File: config.mk
export PLATFORM = sky130hd
export DESIGN_NAME = lca_seq
export DESIGN_NICKNAME = d
export VERILOG_FILES = /design/src/rtl/lca_pkg.sv /design/src/rtl/lca_seq.sv
export SDC_FILE = /design/constraint.sdc
export NUM_CORES = 1
export LEC_CHECK = 0
export BUFFER_PORTS_ARGS = -buffer_cell sky130_fd_sc_hd__buf_4
export CORE_UTILIZATION = 40
export DETAILED_ROUTE_END_ITERATION = 6
export PLACE_DENSITY = 0.76
export SLEW_MARGIN = 20
export SYNTH_ARGS = -nofsm -noshare
export SYNTH_HDL_FRONTEND = slang
export SYNTH_SLANG_ARGS = --single-unit
File: constraint.sdc
create_clock -name i_clk -period 9.4 [get_ports i_clk]
set_clock_uncertainty 0.1 [all_clocks]
set_input_delay 0.94 -clock i_clk [delete_from_list [all_inputs] [get_ports i_clk]]
set_output_delay 0.94 -clock i_clk [all_outputs]
set_load 0.02 [all_outputs]
File: src/rtl/lca_pkg.sv
// Shared constants and control types for the lowest common ancestor block.
`default_nettype none
package lca_pkg;
    localparam int NODE_W = 11;
    localparam int CFG_W  = 11;
    localparam int APB_AW = 3;
    localparam int APB_DW = 32;

    localparam logic REG_NODE_COUNT = 1'b0;
    localparam logic REG_ROOT_NODE  = 1'b1;

    localparam logic OP_EDGE  = 1'b0;
    localparam logic OP_QUERY = 1'b1;

    typedef struct packed {
        logic head_we;
        logic slot_we;
        logic stk_we;
    } t_edge_we;

    typedef struct packed {
        logic depth_we;
        logic anc_we;
        logic clear;
    } t_tree_we;
endpackage
`default_nettype wire

File: src/rtl/lca_seq.sv
// Sequencer: edge insert, tree build, table fill and lifting query.
`default_nettype none
module lca_seq #(
    parameter int MAX_NODES   = 1024,
    parameter int LIFT_LEVELS = 10
) (
    input  wire                          i_clk,
    input  wire                          i_rst_n,
    input  wire                          i_in_valid,
    output logic                         o_in_ready,
    input  wire                          i_op,
    input  wire  [lca_pkg::NODE_W-1:0]   i_node_a,
    input  wire  [lca_pkg::NODE_W-1:0]   i_node_b,
    input  wire  [lca_pkg::CFG_W-1:0]    i_node_count,
    input  wire  [lca_pkg::CFG_W-1:0]    i_root_node,
    input  wire                          i_cfg_wr,
    input  wire                          i_out_free,
    output logic                         o_res_load,
    output logic [lca_pkg::NODE_W-1:0]   o_res_node,
    output lca_pkg::t_edge_we            o_edge_we,
    output logic [$clog2(MAX_NODES+1)-1:0] o_head_waddr,
    output logic [$clog2(2*MAX_NODES):0]   o_head_wdata,
    output logic [$clog2(MAX_NODES+1)-1:0] o_head_raddr,
    input  wire  [$clog2(2*MAX_NODES):0]   i_head_rdata,
    output logic [$clog2(2*MAX_NODES)-1:0] o_slot_waddr,
    output logic [$clog2(MAX_NODES+1)-1:0] o_target_wdata,
    output logic [$clog2(2*MAX_NODES):0]   o_link_wdata,
    output logic [$clog2(2*MAX_NODES)-1:0] o_slot_raddr,
    input  wire  [$clog2(MAX_NODES+1)-1:0] i_target_rdata,
    input  wire  [$clog2(2*MAX_NODES):0]   i_link_rdata,
    output logic [$clog2(MAX_NODES)-1:0]   o_stk_waddr,
    output logic [2*$clog2(MAX_NODES+1)+$clog2(2*MAX_NODES):0] o_stk_wdata,
    output logic [$clog2(MAX_NODES)-1:0]   o_stk_raddr,
    input  wire  [2*$clog2(MAX_NODES+1)+$clog2(2*MAX_NODES):0] i_stk_rdata,
    output lca_pkg::t_tree_we            o_tree_we,
    output logic [$clog2(MAX_NODES+1)-1:0] o_depth_waddr,
    output logic [$clog2(MAX_NODES+1)-1:0] o_depth_wdata,
    output logic [$clog2(MAX_NODES+1)-1:0] o_depth_raddr_a,
    output logic [$clog2(MAX_NODES+1)-1:0] o_depth_raddr_b,
    input  wire  [$clog2(MAX_NODES+1)-1:0] i_depth_rdata_a,
    input  wire  [$clog2(MAX_NODES+1)-1:0] i_depth_rdata_b,
    output logic [((LIFT_LEVELS>1)?$clog2(LIFT_LEVELS):1)-1:0] o_anc_wlvl,
    output logic [$clog2(MAX_NODES+1)-1:0] o_anc_waddr,
    output logic [$clog2(MAX_NODES+1)-1:0] o_anc_wdata,
    output logic [((LIFT_LEVELS>1)?$clog2(LIFT_LEVELS):1)-1:0] o_anc_rlvl,
    output logic [$clog2(MAX_NODES+1)-1:0] o_anc_raddr_a,
    output logic [$clog2(MAX_NODES+1)-1:0] o_anc_raddr_b,
    input  wire  [$clog2(MAX_NODES+1)-1:0] i_anc_rdata_a,
    input  wire  [$clog2(MAX_NODES+1)-1:0] i_anc_rdata_b
);
    localparam int AW    = $clog2(MAX_NODES + 1);
    localparam int SLOTS = 2 * MAX_NODES;
    localparam int SW    = $clog2(SLOTS);
    localparam int LW    = SW + 1;
    localparam int KW    = $clog2(MAX_NODES);
    localparam int LVW   = (LIFT_LEVELS > 1) ? $clog2(LIFT_LEVELS) : 1;
    localparam int TOP   = 1 << (LIFT_LEVELS - 1);

    localparam logic [4:0] S_CLR   = 5'd0;
    localparam logic [4:0] S_IDLE  = 5'd1;
    localparam logic [4:0] S_E0    = 5'd2;
    localparam logic [4:0] S_E1    = 5'd3;
    localparam logic [4:0] S_E2    = 5'd4;
    localparam logic [4:0] S_E3    = 5'd5;
    localparam logic [4:0] S_BCLR  = 5'd6;
    localparam logic [4:0] S_BR0   = 5'd7;
    localparam logic [4:0] S_BR1   = 5'd8;
    localparam logic [4:0] S_WTOP  = 5'd9;
    localparam logic [4:0] S_WEDGE = 5'd10;
    localparam logic [4:0] S_WCHK  = 5'd11;
    localparam logic [4:0] S_WPOP  = 5'd12;
    localparam logic [4:0] S_F0    = 5'd13;
    localparam logic [4:0] S_F1    = 5'd14;
    localparam logic [4:0] S_F2    = 5'd15;
    localparam logic [4:0] S_Q0    = 5'd16;
    localparam logic [4:0] S_Q1    = 5'd17;
    localparam logic [4:0] S_QLIFT = 5'd18;
    localparam logic [4:0] S_QLD   = 5'd19;
    localparam logic [4:0] S_QD0   = 5'd20;
    localparam logic [4:0] S_QD1   = 5'd21;
    localparam logic [4:0] S_QF0   = 5'd22;
    localparam logic [4:0] S_QF1   = 5'd23;
    localparam logic [4:0] S_DONE  = 5'd24;

    logic [4:0]     r_state, n_state;
    logic [AW-1:0]  r_idx, n_idx;
    logic [AW-1:0]  r_a, n_a;
    logic [AW-1:0]  r_b, n_b;
    logic [LW-1:0]  r_total, n_total;
    logic           r_tbl_ok, n_tbl_ok;
    logic [AW-1:0]  r_n, n_n;
    logic [AW-1:0]  r_root, n_root;
    logic [AW-1:0]  r_u, n_u;
    logic [LW-1:0]  r_lk, n_lk;
    logic [AW-1:0]  r_du, n_du;
    logic [AW-1:0]  r_v, n_v;
    logic [AW-1:0]  r_sp, n_sp;
    logic [LVW-1:0] r_lvl, n_lvl;
    logic [AW-1:0]  r_x, n_x;
    logic [AW-1:0]  r_y, n_y;
    logic [AW-1:0]  r_h, n_h;
    logic [AW-1:0]  r_res, n_res;

    logic           a_ok, b_ok, a_in, b_in;
    logic [LVW-1:0] low_bit;
    logic           fill_go;

    assign a_in = (32'(i_node_a) <= MAX_NODES);
    assign b_in = (32'(i_node_b) <= MAX_NODES);
    assign a_ok = a_in && (i_node_a != '0);
    assign b_ok = b_in && (i_node_b != '0);
    assign fill_go = (LIFT_LEVELS > 1) && (r_n != '0);

    // The lowest set bit of the remaining gap picks a level below the top one.
    always_comb begin
        low_bit = '0;
        for (int i = AW - 1; i >= 0; i--) begin
            if (r_h[i]) begin
                low_bit = LVW'(i);
            end
        end
    end

    assign o_in_ready = (r_state == S_IDLE);
    assign o_res_node = lca_pkg::NODE_W'(r_res);

    always_comb begin
        n_state = r_state; n_idx = r_idx; n_a = r_a; n_b = r_b;
        n_total = r_total; n_tbl_ok = r_tbl_ok; n_n = r_n; n_root = r_root;
        n_u = r_u; n_lk = r_lk; n_du = r_du; n_v = r_v; n_sp = r_sp;
        n_lvl = r_lvl; n_x = r_x; n_y = r_y; n_h = r_h; n_res = r_res;
        o_res_load = 1'b0;
        o_edge_we = '0;
        o_tree_we = '0;
        o_head_waddr = '0; o_head_wdata = '0; o_head_raddr = '0;
        o_slot_waddr = '0; o_target_wdata = '0; o_link_wdata = '0; o_slot_raddr = '0;
        o_stk_waddr = '0; o_stk_wdata = '0; o_stk_raddr = '0;
        o_depth_waddr = '0; o_depth_wdata = '0;
        o_depth_raddr_a = '0; o_depth_raddr_b = '0;
        o_anc_wlvl = '0; o_anc_waddr = '0; o_anc_wdata = '0;
        o_anc_rlvl = '0; o_anc_raddr_a = '0; o_anc_raddr_b = '0;
        if (i_cfg_wr) begin
            n_tbl_ok = 1'b0;
        end
        unique case (r_state)
            S_CLR: begin
                o_edge_we.head_we = 1'b1;
                o_head_waddr = r_idx;
                n_idx = r_idx + 1'b1;
                if (32'(r_idx) == MAX_NODES) begin
                    n_state = S_IDLE;
                end
            end
            S_IDLE: begin
                if (i_in_valid) begin
                    if (i_op == lca_pkg::OP_EDGE) begin
                        n_tbl_ok = 1'b0;
                        n_a = AW'(i_node_a);
                        n_b = AW'(i_node_b);
                        if (a_ok && b_ok && (32'(r_total) + 2 <= SLOTS)) begin
                            n_state = S_E0;
                        end
                    end else begin
                        n_a = a_in ? AW'(i_node_a) : '0;
                        n_b = b_in ? AW'(i_node_b) : '0;
                        if (r_tbl_ok) begin
                            n_state = S_Q0;
                        end else begin
                            n_idx = '0;
                            n_n = (32'(i_node_count) > MAX_NODES) ? AW'(MAX_NODES)
                                                                  : AW'(i_node_count);
                            n_root = (32'(i_root_node) <= MAX_NODES) ? AW'(i_root_node)
                                                                     : '0;
                            n_state = S_BCLR;
                        end
                    end
                end
            end
            S_E0: begin
                o_head_raddr = r_a;
                n_state = S_E1;
            end
            S_E1: begin
                o_edge_we.slot_we = 1'b1;
                o_edge_we.head_we = 1'b1;
                o_slot_waddr = SW'(r_total);
                o_target_wdata = r_b;
                o_link_wdata = i_head_rdata;
                o_head_waddr = r_a;
                o_head_wdata = r_total + 1'b1;
                n_state = S_E2;
            end
            S_E2: begin
                o_head_raddr = r_b;
                n_state = S_E3;
            end
            S_E3: begin
                o_edge_we.slot_we = 1'b1;
                o_edge_we.head_we = 1'b1;
                o_slot_waddr = SW'(r_total + 1'b1);
                o_target_wdata = r_a;
                o_link_wdata = i_head_rdata;
                o_head_waddr = r_b;
                o_head_wdata = r_total + LW'(2);
                n_total = r_total + LW'(2);
                n_state = S_IDLE;
            end
            S_BCLR: begin
                o_tree_we.clear = 1'b1;
                o_depth_waddr = r_idx;
                n_idx = r_idx + 1'b1;
                if (32'(r_idx) == MAX_NODES) begin
                    n_lvl = LVW'(1);
                    n_idx = AW'(1);
                    if (32'(r_root) <= MAX_NODES && r_root != '0 && r_root <= r_n) begin
                        n_state = S_BR0;
                    end else if (fill_go) begin
                        n_state = S_F0;
                    end else begin
                        n_tbl_ok = 1'b1;
                        n_state = S_Q0;
                    end
                end
            end
            S_BR0: begin
                o_head_raddr = r_root;
                n_state = S_BR1;
            end
            S_BR1: begin
                o_tree_we.depth_we = 1'b1;
                o_depth_waddr = r_root;
                o_depth_wdata = AW'(1);
                n_u = r_root;
                n_lk = i_head_rdata;
                n_du = AW'(1);
                n_sp = AW'(1);
                n_state = S_WTOP;
            end
            S_WTOP: begin
                if (r_lk == '0) begin
                    // Top exhausted: drop it and restore the entry below, or end the walk at the root.
                    if (r_sp == AW'(1)) begin
                        if (fill_go) begin
                            n_state = S_F0;
                        end else begin
                            n_tbl_ok = 1'b1;
                            n_state = S_Q0;
                        end
                    end else begin
                        o_stk_raddr = KW'(r_sp - AW'(2));
                        n_state = S_WPOP;
                    end
                end else begin
                    o_slot_raddr = SW'(r_lk - 1'b1);
                    n_state = S_WEDGE;
                end
            end
            S_WPOP: begin
                {n_u, n_lk, n_du} = i_stk_rdata;
                n_sp = r_sp - 1'b1;
                n_state = S_WTOP;
            end
            S_WEDGE: begin
                n_v = i_target_rdata;
                n_lk = i_link_rdata;
                o_depth_raddr_a = i_target_rdata;
                o_head_raddr = i_target_rdata;
                n_state = S_WCHK;
            end
            S_WCHK: begin
                if (r_v != '0 && r_v <= r_n && i_depth_rdata_a == '0
                    && 32'(r_sp) < MAX_NODES) begin
                    o_edge_we.stk_we = 1'b1;
                    o_stk_waddr = KW'(r_sp - 1'b1);
                    o_stk_wdata = {r_u, r_lk, r_du};
                    o_tree_we.anc_we = 1'b1;
                    o_anc_waddr = r_v;
                    o_anc_wdata = r_u;
                    o_tree_we.depth_we = 1'b1;
                    o_depth_waddr = r_v;
                    o_depth_wdata = r_du + 1'b1;
                    n_u = r_v;
                    n_lk = i_head_rdata;
                    n_du = r_du + 1'b1;
                    n_sp = r_sp + 1'b1;
                end
                n_state = S_WTOP;
            end
            S_F0: begin
                o_anc_rlvl = r_lvl - 1'b1;
                o_anc_raddr_a = r_idx;
                n_state = S_F1;
            end
            S_F1: begin
                o_anc_rlvl = r_lvl - 1'b1;
                o_anc_raddr_a = i_anc_rdata_a;
                n_state = S_F2;
            end
            S_F2: begin
                o_tree_we.anc_we = 1'b1;
                o_anc_wlvl = r_lvl;
                o_anc_waddr = r_idx;
                o_anc_wdata = i_anc_rdata_a;
                n_state = S_F0;
                if (r_idx == r_n) begin
                    n_idx = AW'(1);
                    if (32'(r_lvl) == LIFT_LEVELS - 1) begin
                        n_tbl_ok = 1'b1;
                        n_state = S_Q0;
                    end else begin
                        n_lvl = r_lvl + 1'b1;
                    end
                end else begin
                    n_idx = r_idx + 1'b1;
                end
            end
            S_Q0: begin
                o_depth_raddr_a = r_a;
                o_depth_raddr_b = r_b;
                n_state = S_Q1;
            end
            S_Q1: begin
                if (i_depth_rdata_a < i_depth_rdata_b) begin
                    n_x = r_b; n_y = r_a;
                    n_h = i_depth_rdata_b - i_depth_rdata_a;
                end else begin
                    n_x = r_a; n_y = r_b;
                    n_h = i_depth_rdata_a - i_depth_rdata_b;
                end
                n_state = S_QLIFT;
            end
            S_QLIFT: begin
                if (32'(r_h) >= TOP) begin
                    o_anc_rlvl = LVW'(LIFT_LEVELS - 1);
                    o_anc_raddr_a = r_x;
                    n_h = r_h - AW'(TOP);
                    n_state = S_QLD;
                end else if (r_h != '0) begin
                    o_anc_rlvl = low_bit;
                    o_anc_raddr_a = r_x;
                    n_h = r_h & (r_h - 1'b1);
                    n_state = S_QLD;
                end else if (r_x == r_y) begin
                    n_res = r_x;
                    n_state = S_DONE;
                end else begin
                    n_lvl = LVW'(LIFT_LEVELS - 1);
                    n_state = S_QD0;
                end
            end
            S_QLD: begin
                n_x = i_anc_rdata_a;
                n_state = S_QLIFT;
            end
            S_QD0: begin
                o_anc_rlvl = r_lvl;
                o_anc_raddr_a = r_x;
                o_anc_raddr_b = r_y;
                n_state = S_QD1;
            end
            S_QD1: begin
                if (i_anc_rdata_a != i_anc_rdata_b) begin
                    n_x = i_anc_rdata_a;
                    n_y = i_anc_rdata_b;
                end
                if (r_lvl == '0) begin
                    n_state = S_QF0;
                end else begin
                    n_lvl = r_lvl - 1'b1;
                    n_state = S_QD0;
                end
            end
            S_QF0: begin
                o_anc_raddr_a = r_x;
                n_state = S_QF1;
            end
            S_QF1: begin
                n_res = i_anc_rdata_a;
                n_state = S_DONE;
            end
            S_DONE: begin
                if (i_out_free) begin
                    o_res_load = 1'b1;
                    n_state = S_IDLE;
                end
            end
            default: begin
                n_state = S_IDLE;
            end
        endcase
    end

    always_ff @(posedge i_clk) begin
        if (!i_rst_n) begin
            r_state  <= S_CLR;
            r_idx    <= '0;
            r_total  <= '0;
            r_tbl_ok <= 1'b0;
        end else begin
            r_state  <= n_state;
            r_idx    <= n_idx;
            r_total  <= n_total;
            r_tbl_ok <= n_tbl_ok;
        end
    end

    always_ff @(posedge i_clk) begin
        r_a <= n_a; r_b <= n_b; r_n <= n_n; r_root <= n_root;
        r_u <= n_u; r_lk <= n_lk; r_du <= n_du; r_v <= n_v; r_sp <= n_sp;
        r_lvl <= n_lvl; r_x <= n_x; r_y <= n_y; r_h <= n_h; r_res <= n_res;
    end
endmodule
`default_nettype wire

# Word level (Yosys, flattened, before mapping)
# Index checks and enable logic that the tools add are counted.
# totals
register_bits	177
out_inout_bits	248
wordCells	259
inputBits	163
# classes
bitwise	2
mux	122
eq_ne	47
reduce_logical	44
n_addsub	15
n_lt_le_gt_ge	11
# op_table
cell	count
$mux W11	31
$pmux W11 S2	9
$pmux W11 S3	6
$pmux W11 S4	3
$pmux W5 S21	1
$mux W4	24
$mux W34	2
$reduce_bool A11 Y1	6
$mux W5	13
$mux W10	5
$pmux W12 S4	1
$eq A5 B5 Y1 const B	9
$le A11 B11 Y1 const B	4
$eq A5 B4 Y1 const B	8
$add A11 B1 Y11 const B	3
$sub A11 B1 Y11 const B	3
$ne A2 B2 Y1 const B	14
$mux W12	2
$pmux W12 S2	1
$eq A11 B11 Y1	2
$le A11 B11 Y1	2
$sub A11 B11 Y11	2
$eq A5 B3 Y1 const B	4
$mux W1	17
other kinds (42)	69

# Depth between registers and ports, before layout
# depth
ltp_word	14
ltp_mapped	13
ltp_nobuf	11

# Worst setup path after synthesis
# No wires, ideal clock.
# synth_timing
path_kind	register -> output
start	reg r_lk[0]
end	out o_stk_raddr[3]
required_ps	8360
path_slack_ps	5682
t_arrival_ps	2678
path_stages_with_launch	11
path_cell_list	edfxtp_1 inv_1 ha_1 nor3b_2 nand3_2 or3_4 or3_4 or3_4 nand2b_1 buf_6 a21oi_1
# synth_between
elab_chain_len	3
# synth_rtl
element	line_no	rtl
start: declaration	lca_seq.sv:94	logic [LW-1:0] r_lk, n_lk;
start signal: assignment	lca_seq.sv:409	r_u <= n_u; r_lk <= n_lk; r_du <= n_du; r_v <= n_v; r_sp <= n_sp;
$logic_not A12 Y1	lca_seq.sv:240	if (r_lk == '0) begin
$mux W10	lca_seq.sv:240	
$mux W10	lca_seq.sv:145	unique case (r_state)
end: declaration	lca_seq.sv:33	output logic [$clog2(MAX_NODES)-1:0] o_stk_raddr,
# No other way between the ends.

# Final worst setup path
# layout_timing
start	reg r_state[3]
end	out o_link_wdata[6]
# layout_between
elab_chain_len	3
# layout_rtl
element	line_no	rtl
start: declaration	lca_seq.sv:85	logic [4:0] r_state, n_state;
start signal: assignment	lca_seq.sv:400	r_state <= n_state;
$eq A5 B3 Y1 or $eq A5 B2 Y1 (tied branches)	lca_seq.sv:145	
$reduce_or A2 Y1 (no source line) (*)	-	
$mux W12 (*)	lca_seq.sv:145	
end: declaration	lca_seq.sv:27	output logic [$clog2(2*MAX_NODES):0] o_link_wdata,
# Mark *: on every way between the ends. The rest lies on a longest branch, timed or not.

==> impl_results.md <==
* Post-synth cell types at 76
* First-pass GRT wire length at approximately 82000 µm
* Data required, critical path at around 8.4 ns
* R2R depth at 11
* CP peak stage delay at 1.05 ns
* N_diodes at 0
* Worst-path cell chain: nand2b_1, nor2_1, nand2_1, clkinv_1, or2_2, and2_1, buf_4
* Async SR Flop Fraction at 0
* Final setup viols at 0
* Sequential element share of the synthesized area at 0.3650
* Top Metal Used: met5
* Worst r2r src: r_v[7]
* Cells after Synth at between 1500 and 2000
* Hold Violations, Final at 0
* Clock slew at reported path FFs at approximately 0.08 ns
* Worst EP arrival at between 4 and 5 ns
* Post-CTS Resized at 0
* Reg2reg end: r_u[10]
* Largest reg by FF count: r_lk
* Num Clock Sinks at about 180
* Worst-margin pin slew at approximately 1.2 ns
* Die Area at around 35000 µm²
* Post-route ant nets at 0
* Max_cap viols at 0
* Placer Congestion at 1.024
* Post-DP HPWL at 43610 µm
* Minimum clock period at between 5 and 6 ns
* Top post-synthesis cells by count: 175 x nand2_1, 148 x edfxtp_1, 144 x nor2_1, 96 x and2_1, 90 x o21ai_0
* Max reg flops at 12
* Metal3 WL at around 5900 µm
* Crit end category: primary output
* Final WL at roughly 56000 µm
* Outcome: complete, no violations
* Largest net degree at the start of global routing at 50
* P&R area growth vs syn at 28.67%
* R2r setup slk at between 5 and 6 ns
* Die W at 187.1 µm
* H-tree depth at 4
* Yosys reg bits at around 180
* Initial core utilization at 0.4079
* Vias at 14025
* Total GRT Usage at 0.3103
* Slew margin rel. at 0.1884
* Synth Net Count at around 1800
* Met2 WL at approximately 25000 µm
* CTS Buf Count at 17
* Drt via density at 5.888
* Maximum vdd drop at about 120 µV
* Mean Syn Cell Area at 8.662 µm²
* CTS tree: done
* Startpoint Class: register
* Max-slew violations at 0
* Pwr Density at 106.0 nW/µm²
* Layout cells sized above 1 at 0.2570
* Vias in the first global route at around 13000
* CP max-delay cell: clkinv_1
* Core area at approximately 34000 µm²
* WL met1 at about 22000 µm
* Root Driver: clkbuf_16
* Max Freq at around 180 MHz
* Crit Path Class: register to primary output
* Final setup TNS at 0 ns
* Detailed Routing Iterations Pass 1 at 6
* Starting DRT DRC Count at 1505
* Tcrit/Tclk final at 0.5777
* EDFF count, synth at roughly 150
* Most numerous cell in the Yosys netlist: nand2_1
* Hold_buf cts at 0
* Buffers on Ports at roughly 400
* Hold_ws at about 0.48 ns
* Post-DR wirelength/cell at approximately 24 µm
* Area share of the largest cell type after synthesis at 0.3241
* Die Span Y at ~190 µm
* Io pins at 411
* Number of cell rows at 67
* Remaining Overflow, GRT at 0
* Cell leakage power at around 7.8 nW
* Post-CTS setup buffer count at 0
* Ys flop type: edfxtp_1
* Clock network latency to the later pin of the worst-skew pair at roughly 0.45 ns
* Initial antenna violation count at 3
* Synth Cell Area at 13710 µm²
* Critical path launch point: r_state[3]
* Number of remaining DRC errors at 0
* RSZ-0062 raised after global routing: false
* Clock buffer depth at 2
* Leading post-synthesis cells by cell area: edfxtp_1 32%, ha_1 5.6%, nand2_1 4.8%
* # nets final at roughly 2100
* Hold WC Path Type: register to register
* Crit path max fanout at 33
* Cell taking the most area after synthesis: edfxtp_1
* Post-Layout Cell Count at between 2000 and 2500
* Crit path capture: o_link_wdata[6]
* Dpl cells at ~2400
* Synth warn at 0
placed cells by master, fill, tap and decap left out, types with 17 or more instances in the layout:
cell type and count:
xnor2_1 45, ha_1 61, buf_4 426, a22oi_1 47, a22o_1 52, dfxtp_1 28, mux2i_1 26, nor2_1 142
a21oi_1 58, edfxtp_1 148, nand2_1 175, xor2_1 61, o21ai_0 90, nor3_1 33, and3_1 23, clkbuf_16 17
nor4_1 27, nor2b_1 28, inv_1 81, and2_1 96, nand3_1 36
layout make-up:
type / instances / area [µm²]
fill: 3098 / 15970
multi-input combinational: 1213 / 7943
sequential: 176 / 5005
timing repair buffer: 426 / 3198
tap: 448 / 560.5
clock buffer: 17 / 425.4
inverter: 87 / 326.6
clock inverter: 15 / 185.2
power breakdown:
group	switching [W]	total (W)	internal (W)	leakage (nW)
registers	0.0000242	0.000880	0.000856	1.59
logic	0.000135	0.000250	0.000115	5.87
clock network	0.000377	0.000740	0.000363	0.293
total	0.000536	0.00187	0.00133	7.75
worst min-delay path by stage:
stage,startpoint,to,cells past startpoint
6_report,r_total[2],r_total[2],2
5_1_grt,r_total[2],r_total[2],2
4_1_cts,r_total[2],r_total[2],2
3_5_place_dp,r_total[2],r_total[2],2
3_3_place_gp,r_total[2],r_total[2],2
2_1_floorplan,r_idx[1],r_idx[1],2
critical path: cells and delay by family, from the launching register on:
kind	cells	cell delay [ns]
buf+inv	2	1.20
flops	1	0.75
simple gates	5	1.97
cells by family (layout without fill, tap and decap cells):
group | count (synthesis) | count (layout) | share of synthesized area
multiplexers | 40 | 40 | 0.03048
AO/OA/AOI/OAI | 380 | 380 | 0.1950
buffers and inverters | 194 | 545 | 0.05877
flip-flops | 176 | 176 | 0.3650
XOR/XNOR | 106 | 106 | 0.06771
AND/OR/NAND/NOR | 623 | 623 | 0.2237
adder cells (fa/ha/maj) | 64 | 64 | 0.05931
metrics by stage:
stage | util | area, µm² | total power (W) | setup slack, ns
detailed placement | 0.5067 | 17030 | 0.001143 | 4.915
floorplan | - | 13710 | 0.001022 | 5.682
finish | 0.5248 | 17640 | 0.001871 | 3.970
global placement | 0.5067 | 17030 | 0.001138 | 4.936
CTS | 0.5248 | 17640 | 0.001877 | 4.515
global route | 0.5248 | 17640 | 0.001927 | 3.757
routing by layer:
metal,vias to the layer above,global-route usage
li1,6386,-
met1,6636,0.4001
met2,840,0.4851
met3,157,0.07767
met4,6,0.1488
met5,-,0
No activity file was read; power rests on OpenSTA's default activity.
